### config.mk
export PLATFORM = sky130hd
export DESIGN_NAME = int_to_padded_decimal_ascii_core
export DESIGN_NICKNAME = d
export VERILOG_FILES = /design/src/itoa_pkg.sv /design/src/int_to_padded_decimal_ascii_core.sv
export VERILOG_INCLUDE_DIRS = /design/src /design/src/src
export SDC_FILE = /design/constraint.sdc
export NUM_CORES = 1
export LEC_CHECK = 0
export BUFFER_PORTS_ARGS = -buffer_cell sky130_fd_sc_hd__buf_2
export CAP_MARGIN = 20
export CORE_MARGIN = 2
export CORE_UTILIZATION = 35
export DETAILED_ROUTE_END_ITERATION = 12
export PLACE_DENSITY_LB_ADDON = 0.25
export REMOVE_ABC_BUFFERS = 1
export SETUP_SLACK_MARGIN = 0.15
export SKIP_LAST_GASP = 1
export SYNTH_ARGS = -nofsm -noshare
export SYNTH_HDL_FRONTEND = slang
export SYNTH_SLANG_ARGS = --single-unit
### constraint.sdc
create_clock -name aclk -period 4.3 [get_ports aclk]
set_input_delay 0.43 -clock aclk [delete_from_list [all_inputs] [get_ports aclk]]
set_output_delay 0.43 -clock aclk [all_outputs]
set_load 0.05 [all_outputs]
### src/int_to_padded_decimal_ascii_core_macros.svh
// Assertion macros for the decimal ASCII field formatter.
// Included by int_to_padded_decimal_ascii_core; no other dependencies.
`ifndef INT_TO_PADDED_DECIMAL_ASCII_CORE_MACROS_SVH
`define INT_TO_PADDED_DECIMAL_ASCII_CORE_MACROS_SVH
`ifndef SYNTH
`define ITOA_ASSERT_IMP(lbl, clk, rstn, ante, cons) \
    lbl: assert property (@(posedge clk) disable iff (!(rstn)) (ante) |-> (cons)) \
        else $error("assertion failed");
`define ITOA_ASSERT_NXT(lbl, clk, rstn, ante, cons) \
    lbl: assert property (@(posedge clk) disable iff (!(rstn)) (ante) |=> (cons)) \
        else $error("assertion failed");
`else
`define ITOA_ASSERT_IMP(lbl, clk, rstn, ante, cons)
`define ITOA_ASSERT_NXT(lbl, clk, rstn, ante, cons)
`endif
`endif

### src/itoa_pkg.sv
// Types, constants and helper functions for the decimal ASCII field formatter.
// No dependencies.
`timescale 1ns / 1ps
package itoa_pkg;
    localparam int VALUE_W    = 31;
    localparam int CHAR_W     = 8;
    localparam int NUM_DIGITS = 10;
    localparam int BCD_W      = 4 * NUM_DIGITS;
    localparam int ND_W       = 4;
    localparam int BITCNT_W   = 5;
    localparam int CFG_IDX_W  = 1;
    localparam int CFG_DATA_W = 8;
    localparam int FW_W       = 6;

    localparam logic [CFG_IDX_W-1:0] REG_FIELD_WIDTH = 1'b0;
    localparam logic [CFG_IDX_W-1:0] REG_PAD_CHAR    = 1'b1;

    localparam logic [FW_W-1:0]     FIELD_WIDTH_RESET = 6'd0;
    localparam logic [CHAR_W-1:0]   PAD_CHAR_RESET    = 8'd32;
    localparam logic [CHAR_W-1:0]   ASCII_ZERO        = 8'h30;
    localparam logic [BITCNT_W-1:0] LAST_BIT          = 5'(VALUE_W - 1);
    localparam logic [ND_W-1:0]     ND_FULL           = 4'(NUM_DIGITS);
    localparam logic [ND_W-1:0]     ND_ONE            = 4'd1;

    typedef logic [BCD_W-1:0] bcd_t;

    function automatic logic [3:0] dabble_digit(input logic [3:0] d);
        logic [3:0] r;
        r = (d >= 4'd5) ? d + 4'd3 : d;
        return r;
    endfunction

    function automatic bcd_t dabble_all(input bcd_t b);
        bcd_t r;
        for (int i = 0; i < NUM_DIGITS; i++) begin
            r[4*i +: 4] = dabble_digit(b[4*i +: 4]);
        end
        return r;
    endfunction
endpackage

### src/int_to_padded_decimal_ascii_core.sv
// Decimal ASCII field formatter: one value in, a right-aligned decimal field out.
// Depends on itoa_pkg and int_to_padded_decimal_ascii_core_macros.svh.
//
//   Channel  Ports                       Direction  Word
//   s_       s_valid s_ready s_value     in         one 31-bit value
//   m_       m_valid m_ready m_char_out  out        one character, m_is_last on the final one
//   cfg_     cfg_we cfg_index cfg_data   in         register write, no handshake
//
// A value is converted by shift-and-add-three, one bit per cycle, then
// leading zero digits are shifted out one digit per cycle, and the field is sent one
// character per cycle while the output is not stalled. A new value is accepted only
// once the last character of the field has been loaded for output.
// Reset clears the control state and sets field_width to 0 and pad_char to a space.
// A stalled output holds the fill and digit output; a new value is taken while the last word waits.
`timescale 1ns / 1ps
`include "int_to_padded_decimal_ascii_core_macros.svh"
module int_to_padded_decimal_ascii_core
    import itoa_pkg::*;
#(
    parameter int MAX_WIDTH = 32
) (
    input  logic                  aclk,
    input  logic                  aresetn,
    input  logic                  s_valid,
    output logic                  s_ready,
    input  logic [VALUE_W-1:0]    s_value,
    output logic                  m_valid,
    input  logic                  m_ready,
    output logic [CHAR_W-1:0]     m_char_out,
    output logic                  m_is_last,
    input  logic                  cfg_we,
    input  logic [CFG_IDX_W-1:0]  cfg_index,
    input  logic [CFG_DATA_W-1:0] cfg_data
);
    localparam int CNT_W = $clog2(MAX_WIDTH + 1);

    typedef enum logic [2:0] {
        ST_IDLE,
        ST_CONV,
        ST_TRIM,
        ST_PAD,
        ST_EMIT
    } state_t;

    state_t               state_reg;
    logic [FW_W-1:0]      field_width_reg;
    logic [CHAR_W-1:0]    pad_char_reg;
    logic [VALUE_W-1:0]   bin_reg;
    bcd_t                 bcd_reg;
    logic [BITCNT_W-1:0]  bit_cnt_reg;
    logic [ND_W-1:0]      nd_reg;
    logic [CNT_W-1:0]     pad_cnt_reg;
    logic                 m_valid_reg;
    logic [CHAR_W-1:0]    m_char_reg;
    logic                 m_last_reg;

    bcd_t                 bcd_fixed;
    logic [3:0]           top_digit;
    logic [CNT_W-1:0]     width_eff;
    logic [CNT_W-1:0]     nd_ext;
    logic [CNT_W-1:0]     pad_next;
    logic                 out_free;
    logic                 out_load;

    assign bcd_fixed = dabble_all(bcd_reg);
    assign top_digit = bcd_reg[BCD_W-1 -: 4];
    assign width_eff = (32'(field_width_reg) > 32'(MAX_WIDTH)) ? CNT_W'(MAX_WIDTH)
                                                                : CNT_W'(field_width_reg);
    assign nd_ext    = CNT_W'(nd_reg);
    assign pad_next  = (width_eff > nd_ext) ? width_eff - nd_ext : '0;
    assign out_free  = !m_valid_reg || m_ready;
    assign out_load  = out_free && ((state_reg == ST_PAD && pad_cnt_reg != '0)
                                    || state_reg == ST_EMIT);

    assign s_ready    = (state_reg == ST_IDLE);
    assign m_valid    = m_valid_reg;
    assign m_char_out = m_char_reg;
    assign m_is_last  = m_last_reg;

    always_ff @(posedge aclk) begin
        if (!aresetn) begin
            state_reg       <= ST_IDLE;
            field_width_reg <= FIELD_WIDTH_RESET;
            pad_char_reg    <= PAD_CHAR_RESET;
            m_valid_reg     <= 1'b0;
        end else begin
            if (cfg_we) begin
                case (cfg_index)
                    REG_FIELD_WIDTH: field_width_reg <= cfg_data[FW_W-1:0];
                    REG_PAD_CHAR:    pad_char_reg    <= cfg_data;
                    default: begin
                    end
                endcase
            end
            if (out_load) begin
                m_valid_reg <= 1'b1;
            end else if (m_ready) begin
                m_valid_reg <= 1'b0;
            end
            case (state_reg)
                ST_IDLE: begin
                    if (s_valid) begin
                        bin_reg     <= s_value;
                        bcd_reg     <= '0;
                        bit_cnt_reg <= '0;
                        nd_reg      <= ND_FULL;
                        state_reg   <= ST_CONV;
                    end
                end
                ST_CONV: begin
                    bcd_reg     <= {bcd_fixed[BCD_W-2:0], bin_reg[VALUE_W-1]};
                    bin_reg     <= {bin_reg[VALUE_W-2:0], 1'b0};
                    bit_cnt_reg <= bit_cnt_reg + 1'b1;
                    if (bit_cnt_reg == LAST_BIT) begin
                        state_reg <= ST_TRIM;
                    end
                end
                ST_TRIM: begin
                    if (top_digit == 4'd0 && nd_reg != ND_ONE) begin
                        bcd_reg <= {bcd_reg[BCD_W-5:0], 4'd0};
                        nd_reg  <= nd_reg - 1'b1;
                    end else begin
                        pad_cnt_reg <= pad_next;
                        state_reg   <= ST_PAD;
                    end
                end
                ST_PAD: begin
                    if (pad_cnt_reg == '0) begin
                        state_reg <= ST_EMIT;
                    end else if (out_free) begin
                        m_char_reg  <= pad_char_reg;
                        m_last_reg  <= 1'b0;
                        pad_cnt_reg <= pad_cnt_reg - 1'b1;
                    end
                end
                ST_EMIT: begin
                    if (out_free) begin
                        m_char_reg  <= ASCII_ZERO + {4'd0, top_digit};
                        m_last_reg  <= (nd_reg == ND_ONE);
                        bcd_reg     <= {bcd_reg[BCD_W-5:0], 4'd0};
                        nd_reg      <= nd_reg - 1'b1;
                        if (nd_reg == ND_ONE) begin
                            state_reg <= ST_IDLE;
                        end
                    end
                end
                default: begin
                    state_reg <= ST_IDLE;
                end
            endcase
        end
    end

    `ITOA_ASSERT_IMP(a_idle_word_is_last, aclk, aresetn, s_ready && m_valid, m_is_last)
    `ITOA_ASSERT_IMP(a_digit_is_decimal, aclk, aresetn,
                     state_reg == ST_TRIM || state_reg == ST_EMIT, top_digit <= 4'd9)
    `ITOA_ASSERT_IMP(a_digit_count_nonzero, aclk, aresetn,
                     state_reg == ST_TRIM || state_reg == ST_PAD || state_reg == ST_EMIT,
                     nd_reg != 4'd0)
    `ITOA_ASSERT_NXT(a_accept_starts_conv, aclk, aresetn, s_valid && s_ready,
                     state_reg == ST_CONV && !s_ready)
endmodule

== Yosys cells after proc, flatten, opt, wreduce, memory -nomap -nowiden ==
Cells that the tools add are included.

* Logic and storage cells: 124
* Register bits: 113
* Bits of input ports: 45
* Output and inout bits: 11

* Eq/ne operators: 16
* Add/subtract/negate cells: 15
* Bitwise gates (word level): 1
* Magnitude comparators: 12
* Reductions and logical operators: 24
* Multiplexer cells: 45

{| class="wikitable"
|+ Operators with widths
! cell !! count
|-
| 40-bit one-hot mux with 4 select lines || 1
|-
| 40-bit two-way mux || 3
|-
| 31-bit one-hot mux with 2 select lines || 1
|-
| 4-bit two-way mux || 12
|-
| 4-bit by 3-bit >= comparator with 1-bit output (second input constant) || 10
|-
| 4-bit by 2-bit adder with 4-bit output (second input constant) || 9
|-
| 31-bit two-way mux || 1
|-
| 6-bit two-way mux || 5
|-
| 8-bit two-way mux || 3
|-
| 3-bit two-way mux || 7
|-
| 5-bit AND reduction || 4
|-
| 8-bit one-hot mux with 2 select lines || 1
|-
| 3-bit one-hot mux with 5 select lines || 1
|-
| 2-bit inequality test (second input constant) || 7
|-
| 4-bit one-hot mux with 3 select lines || 1
|-
| 6-bit one-hot mux with 2 select lines || 1
|-
| 5-bit one-hot mux with 2 select lines || 1
|-
| 2-bit nonzero test || 4
|-
| 6-bit by 4-bit adder with 7-bit output (first input constant) || 1
|-
| 3-bit by 2-bit == test with 1-bit output (second input constant) || 2
|-
| 6-bit by 4-bit greater-than comparator with 1-bit output || 1
|-
| 6-bit greater-than comparator (second input constant) || 1
|-
| 6-bit zero test || 1
|-
| 6-bit AND reduction || 1
|-
| 25 further kinds || 34
|}

== Logic depth before layout (Yosys ltp) ==
* Word-level depth: 6
* Gate-level depth with buffers: 10
* Depth with buffers taken out: 9

== Least setup slack after synthesis ==
OpenSTA, ideal clock, no wires.

* Kind: register to register
* Start point: register state_reg[0]
* End point: register bin_reg[0], enable pin
* Cell stages (with the launch flop): 5
* Arrival time: 3523 ps
* Setup slack: 344 ps
* Buffers on the path: 1
* Required time: 3867 ps
* Setup time: 433 ps
* Clock period less this slack: 3956 ps
* Cells stage by stage: dfxtp_1 clkbuf_1 nor3_1 a21oi_1 nor2b_1

* Word-level cells in the longest chain between the ends: 3
* Elaborated cells between the ends (all ways): 5
* Classes of those cells: eq/ne (2); reduce/logical (3)

{| class="wikitable"
|+ Ends and longest elaborated chain
! element !! RTL line !! source
|-
| from (decl) || int_to_padded_decimal_ascii_core.sv:45 || <nowiki>state_t state_reg;</nowiki>
|-
| from (signal assigned) || int_to_padded_decimal_ascii_core.sv:82 || <nowiki>state_reg <= ST_IDLE;</nowiki>
|-
| from (signal assigned) || int_to_padded_decimal_ascii_core.sv:107 || <nowiki>state_reg <= ST_CONV;</nowiki>
|-
| from (signal assigned) || int_to_padded_decimal_ascii_core.sv:115 || <nowiki>state_reg <= ST_TRIM;</nowiki>
|-
| 3-bit zero test (*) || n/a ||
|-
| via s_ready || int_to_padded_decimal_ascii_core.sv:25 || <nowiki>output logic s_ready,</nowiki>
|-
| 2-bit inequality test (no line) / 2-bit nonzero test (equally long branches) || n/a ||
|-
| 3-bit AND reduction (no line) (*) || n/a ||
|-
| to (signal assigned) || int_to_padded_decimal_ascii_core.sv:103 || <nowiki>bin_reg <= s_value;</nowiki>
|-
| to (signal assigned) || int_to_padded_decimal_ascii_core.sv:112 || <nowiki>bin_reg <= {bin_reg[VALUE_W-2:0], 1'b0};</nowiki>
|-
| to (decl) || int_to_padded_decimal_ascii_core.sv:48 || <nowiki>logic [VALUE_W-1:0] bin_reg;</nowiki>
|}

Mark *: on every way through the listed nets, which the timed path passes. The rest lies on a longest branch.
A chain may end at the register's enable or synchronous reset.

== Worst setup path after layout ==
* Start point: register nd_reg[0]
* End point: register bcd_reg[28], enable pin

* Word-level cells in the longest chain between the ends: 4

{| class="wikitable"
|+ Ends and longest elaborated chain
! element !! RTL line !! source
|-
| from (decl) || int_to_padded_decimal_ascii_core.sv:51 || <nowiki>logic [ND_W-1:0] nd_reg;</nowiki>
|-
| from (signal assigned) || int_to_padded_decimal_ascii_core.sv:121 || <nowiki>nd_reg <= nd_reg - 1'b1;</nowiki>
|-
| from (signal assigned) || int_to_padded_decimal_ascii_core.sv:141 || <nowiki>nd_reg <= nd_reg - 1'b1;</nowiki>
|-
| 4-bit by 1-bit inequality test with 1-bit output || int_to_padded_decimal_ascii_core.sv:119 || <nowiki>if (top_digit == 4'd0 && nd_reg != ND_ONE) begin</nowiki>
|-
| 1-bit logical AND || int_to_padded_decimal_ascii_core.sv:119 ||
|-
| 2-bit inequality test (no line) || n/a ||
|-
| 5-bit AND reduction (no line) || n/a ||
|-
| to (signal assigned) || int_to_padded_decimal_ascii_core.sv:111 || <nowiki>bcd_reg <= {bcd_fixed[BCD_W-2:0], bin_reg[VALUE_W-1]};</nowiki>
|-
| to (signal assigned) || int_to_padded_decimal_ascii_core.sv:120 || <nowiki>bcd_reg <= {bcd_reg[BCD_W-5:0], 4'd0};</nowiki>
|-
| to (signal assigned) || int_to_padded_decimal_ascii_core.sv:140 || <nowiki>bcd_reg <= {bcd_reg[BCD_W-5:0], 4'd0};</nowiki>
|-
| to (decl) || int_to_padded_decimal_ascii_core.sv:49 || <nowiki>bcd_t bcd_reg;</nowiki>
|}

Every way passes these cells.

==> qor.csv <==
metric,value,unit
outcome,completed,
global-route wire length before repair,20600,um
crit start category,flop,
Num CTS Buffers,17,
min Tclk post-route,2.71,ns
PostCTS Resize Cnt,0,
CP max FO,26,
WL/cell,13.6,um
sequential cell area,3210,um^2
Max-Slew Margin vs Limit,30.6,%
Crit path buffers/inverters,1,
drt pass-1 iters,4,
grt ovf,0,
"Seq/Total Area, Yosys",52.6,%
hold path depth,3,
Worst R2R End,bcd_reg[28],
Hold Crit Class,in2reg,
max reg flops,40,
syn_area_per_cell,10.1,um^2
clock tree buffer depth,2,
Yosys reg bits,113,
Core Box Area,17200,um^2
Crit. Startpoint,nd_reg[0],
chip height,136,um
final hold slack,0.289,ns
initial antenna violation count,0,
Final Cycle Share,63.1,%
slowest CP cell,a21oi_4,
Reg2Reg Launch Point,nd_reg[0],
RSZ-0062 raised after global routing,false,
Rows,48,
clk_skew,0.00800,ns
final setup fails,0,
Port Buf Inserts,55,
final max-slew violation count,0,
R2R cell count,7,
CTS tree,done,
Worst Max-Slew Pin Slew,1.04,ns
PwrDens,569,nW/um^2
final core utilization,41.5,%
WP depth,7,
post-synthesis cell count,608,
layout cells sized above 1,14.9,%
cell family with most CP delay,compound AO/OA/AOI/OAI gates,
Leak,2.86,nW
FMAX,369,MHz
FILL cells,1701,
setup TNS,0,ns
area occupied by multi-input gates,2700,um^2
Placed Cells incl. Taps,867,
Final Hold Viols,0,
Critical Path AT,2.81,ns
total number of vias,4400,
Post-synth EDFFs,95,
Mapped Area,6110,um^2
max cap viols,0,
clk_lat worst skew,0.41,ns
"Req. time, crit path",4.40,ns
initial drt markers,312,
fraction of registers with async set/reset,0,%
Post-synth top flop,edfxtp_1,
Die Wd,136,um
pin count of the biggest net entering global routing,48,
clock sink count,113,
vias in the first global route,4325,
Root Buffer,clkbuf_16,
Vias/cell,4.90,
final wirelength,12200,um
DP HPWL,8280,um
cts-stage hold buffer count,0,
"Critical Path, Cell by Cell","ha_1, or3b_4, nand3_1, o21ai_0, nand2b_1, a21oi_4, buf_4",
maximum vdd drop,0.317,mV
area delta synth->final,16.7,%
CTS H-tree depth,4,
post-route DRC violation count,0,
CP max stage delay,0.71,ns
Worst Setup EP,bcd_reg[28],
Routed Antenna Nets,0,
GRT Total Usage,14.1,%
total power,4.06,mW
yosys warns,0,
Final Non-Filler Cells,898,
Worst setup EP type,flop,
Diodes inserted,0,
fin nets,738,
GP Congestion,0.773,
Initial Util,35.6,%
R2R Setup Slk,1.59,ns
die area,18500,um^2
clk slew on worst S/H paths,0.05,ns
WS Path Type,reg2reg,
count of different cell masters after synthesis,45,
Post-CTS Setup Bufs,0,
# IOs,56,
worst register-to-register path, stage by stage (launching register included):
cell	delay [ns]
edfxtp_1	0.44
ha_1	0.22
or3b_4	0.25
nand3_1	0.12
o21ai_0	0.16
nand2b_1	0.13
a21oi_4	0.71
buf_4	0.37
Yosys cell counts (2+ instances only):
cell type  count  area, um^2
a22o_1         9        78.8
nand3_1       12        60.1
o22ai_1        6        37.5
or2_2          3        18.8
and2_1         4        25.0
edfxtp_1      95        2850
xor2_1         8        70.1
mux2_2         4        45.0
xnor2_1       16         140
clkbuf_1      12        45.0
ha_1          31         388
mux2i_1        7        70.1
nor2b_1       20         125
inv_1         32         120
nor3b_2        2        25.0
a21boi_0       7        52.6
dfxtp_1       18         360
buf_2         13        65.1
and3_1         3        18.8
a22oi_1        5        37.5
nor3_1         4        20.0
nor2_1        21        78.8
o31ai_1        7        52.6
nor3b_1       15         113
o21ai_0       44         220
a21oi_1       30         150
a41oi_1        2        17.5
nand2b_1      18         113
o211ai_1       2        15.0
nand2_1      143         537
cells by family (layout without fill, tap and decap cells):
kind of cell	Yosys count	after routing	synth area share, %
fa+ha+maj	32	32	6.67
mux	11	11	1.88
xor+xnor	24	24	3.44
buf+inv	57	122	3.77
flops	113	113	52.6
simple gates	250	250	19.3
compound gates	121	121	12.4
worst min-delay path by stage:
stage,start,to,slack [ns]
floorplan,pad_char_reg[5],pad_char_reg[5],0.43
global placement,pad_char_reg[6],pad_char_reg[6],0.45
detailed placement,pad_char_reg[5],pad_char_reg[5],0.45
CTS,s_value[17],bin_reg[17],0.27
global route,s_value[15],bin_reg[15],0.27
finish,s_value[15],bin_reg[15],0.29
cell type report:
type / count / share of cell area (%)
clock buffer: 22 / 6.23
clock inverter: 9 / 0.947
inverter: 32 / 1.68
multi-input combinational: 438 / 37.9
sequential: 113 / 45.1
tap: 225 / 3.95
timing repair buffer: 59 / 4.28
routing by layer:
| layer | up-vias | global-route usage (%) | part of all wire [%] |
|---|---|---|---|
| met5 | - | 0 | 0 |
| met4 | 0 | 4.40 | 1.0 |
| met3 | 7 | 4.18 | 3.7 |
| met2 | 69 | 22.7 | 48 |
| met1 | 2099 | 18.4 | 47 |
| li1 | 2225 | - | - |
power breakdown:
part           total [mW]  switching (mW)  internal, mW
clock network        1.24           0.459         0.777
registers            1.74           0.195          1.54
logic                1.09           0.673         0.412
total                4.06            1.33          2.73
per-stage QoR:
step	area (um^2)	setup slack (ns)
final	7130	1.59
after global routing	7130	1.36
after CTS	7130	1.53
after detailed placement	6620	1.52
after global placement	6620	1.62
after floorplan	6000	0.227
cells in the final DEF, fill, tap and decap left out, drive strengths merged, types with 4 or more instances in the layout:
cell,instances
xnor2,16
edfxtp,95
and2,4
mux2,4
buf,59
nor2,21
nor3b,17
a22oi,6
dfxtp,18
inv,32
nor3,4
o22ai,6
o31ai,8
a21boi,7
nand3,12
o21ai,45
clkinv,7
a22o,9
xor2,8
a21oi,30
clkbuf,22
nor2b,20
mux2i,7
ha,31
nand2b,18
nand2,144
No activity file was read; power rests on OpenSTA's default activity.
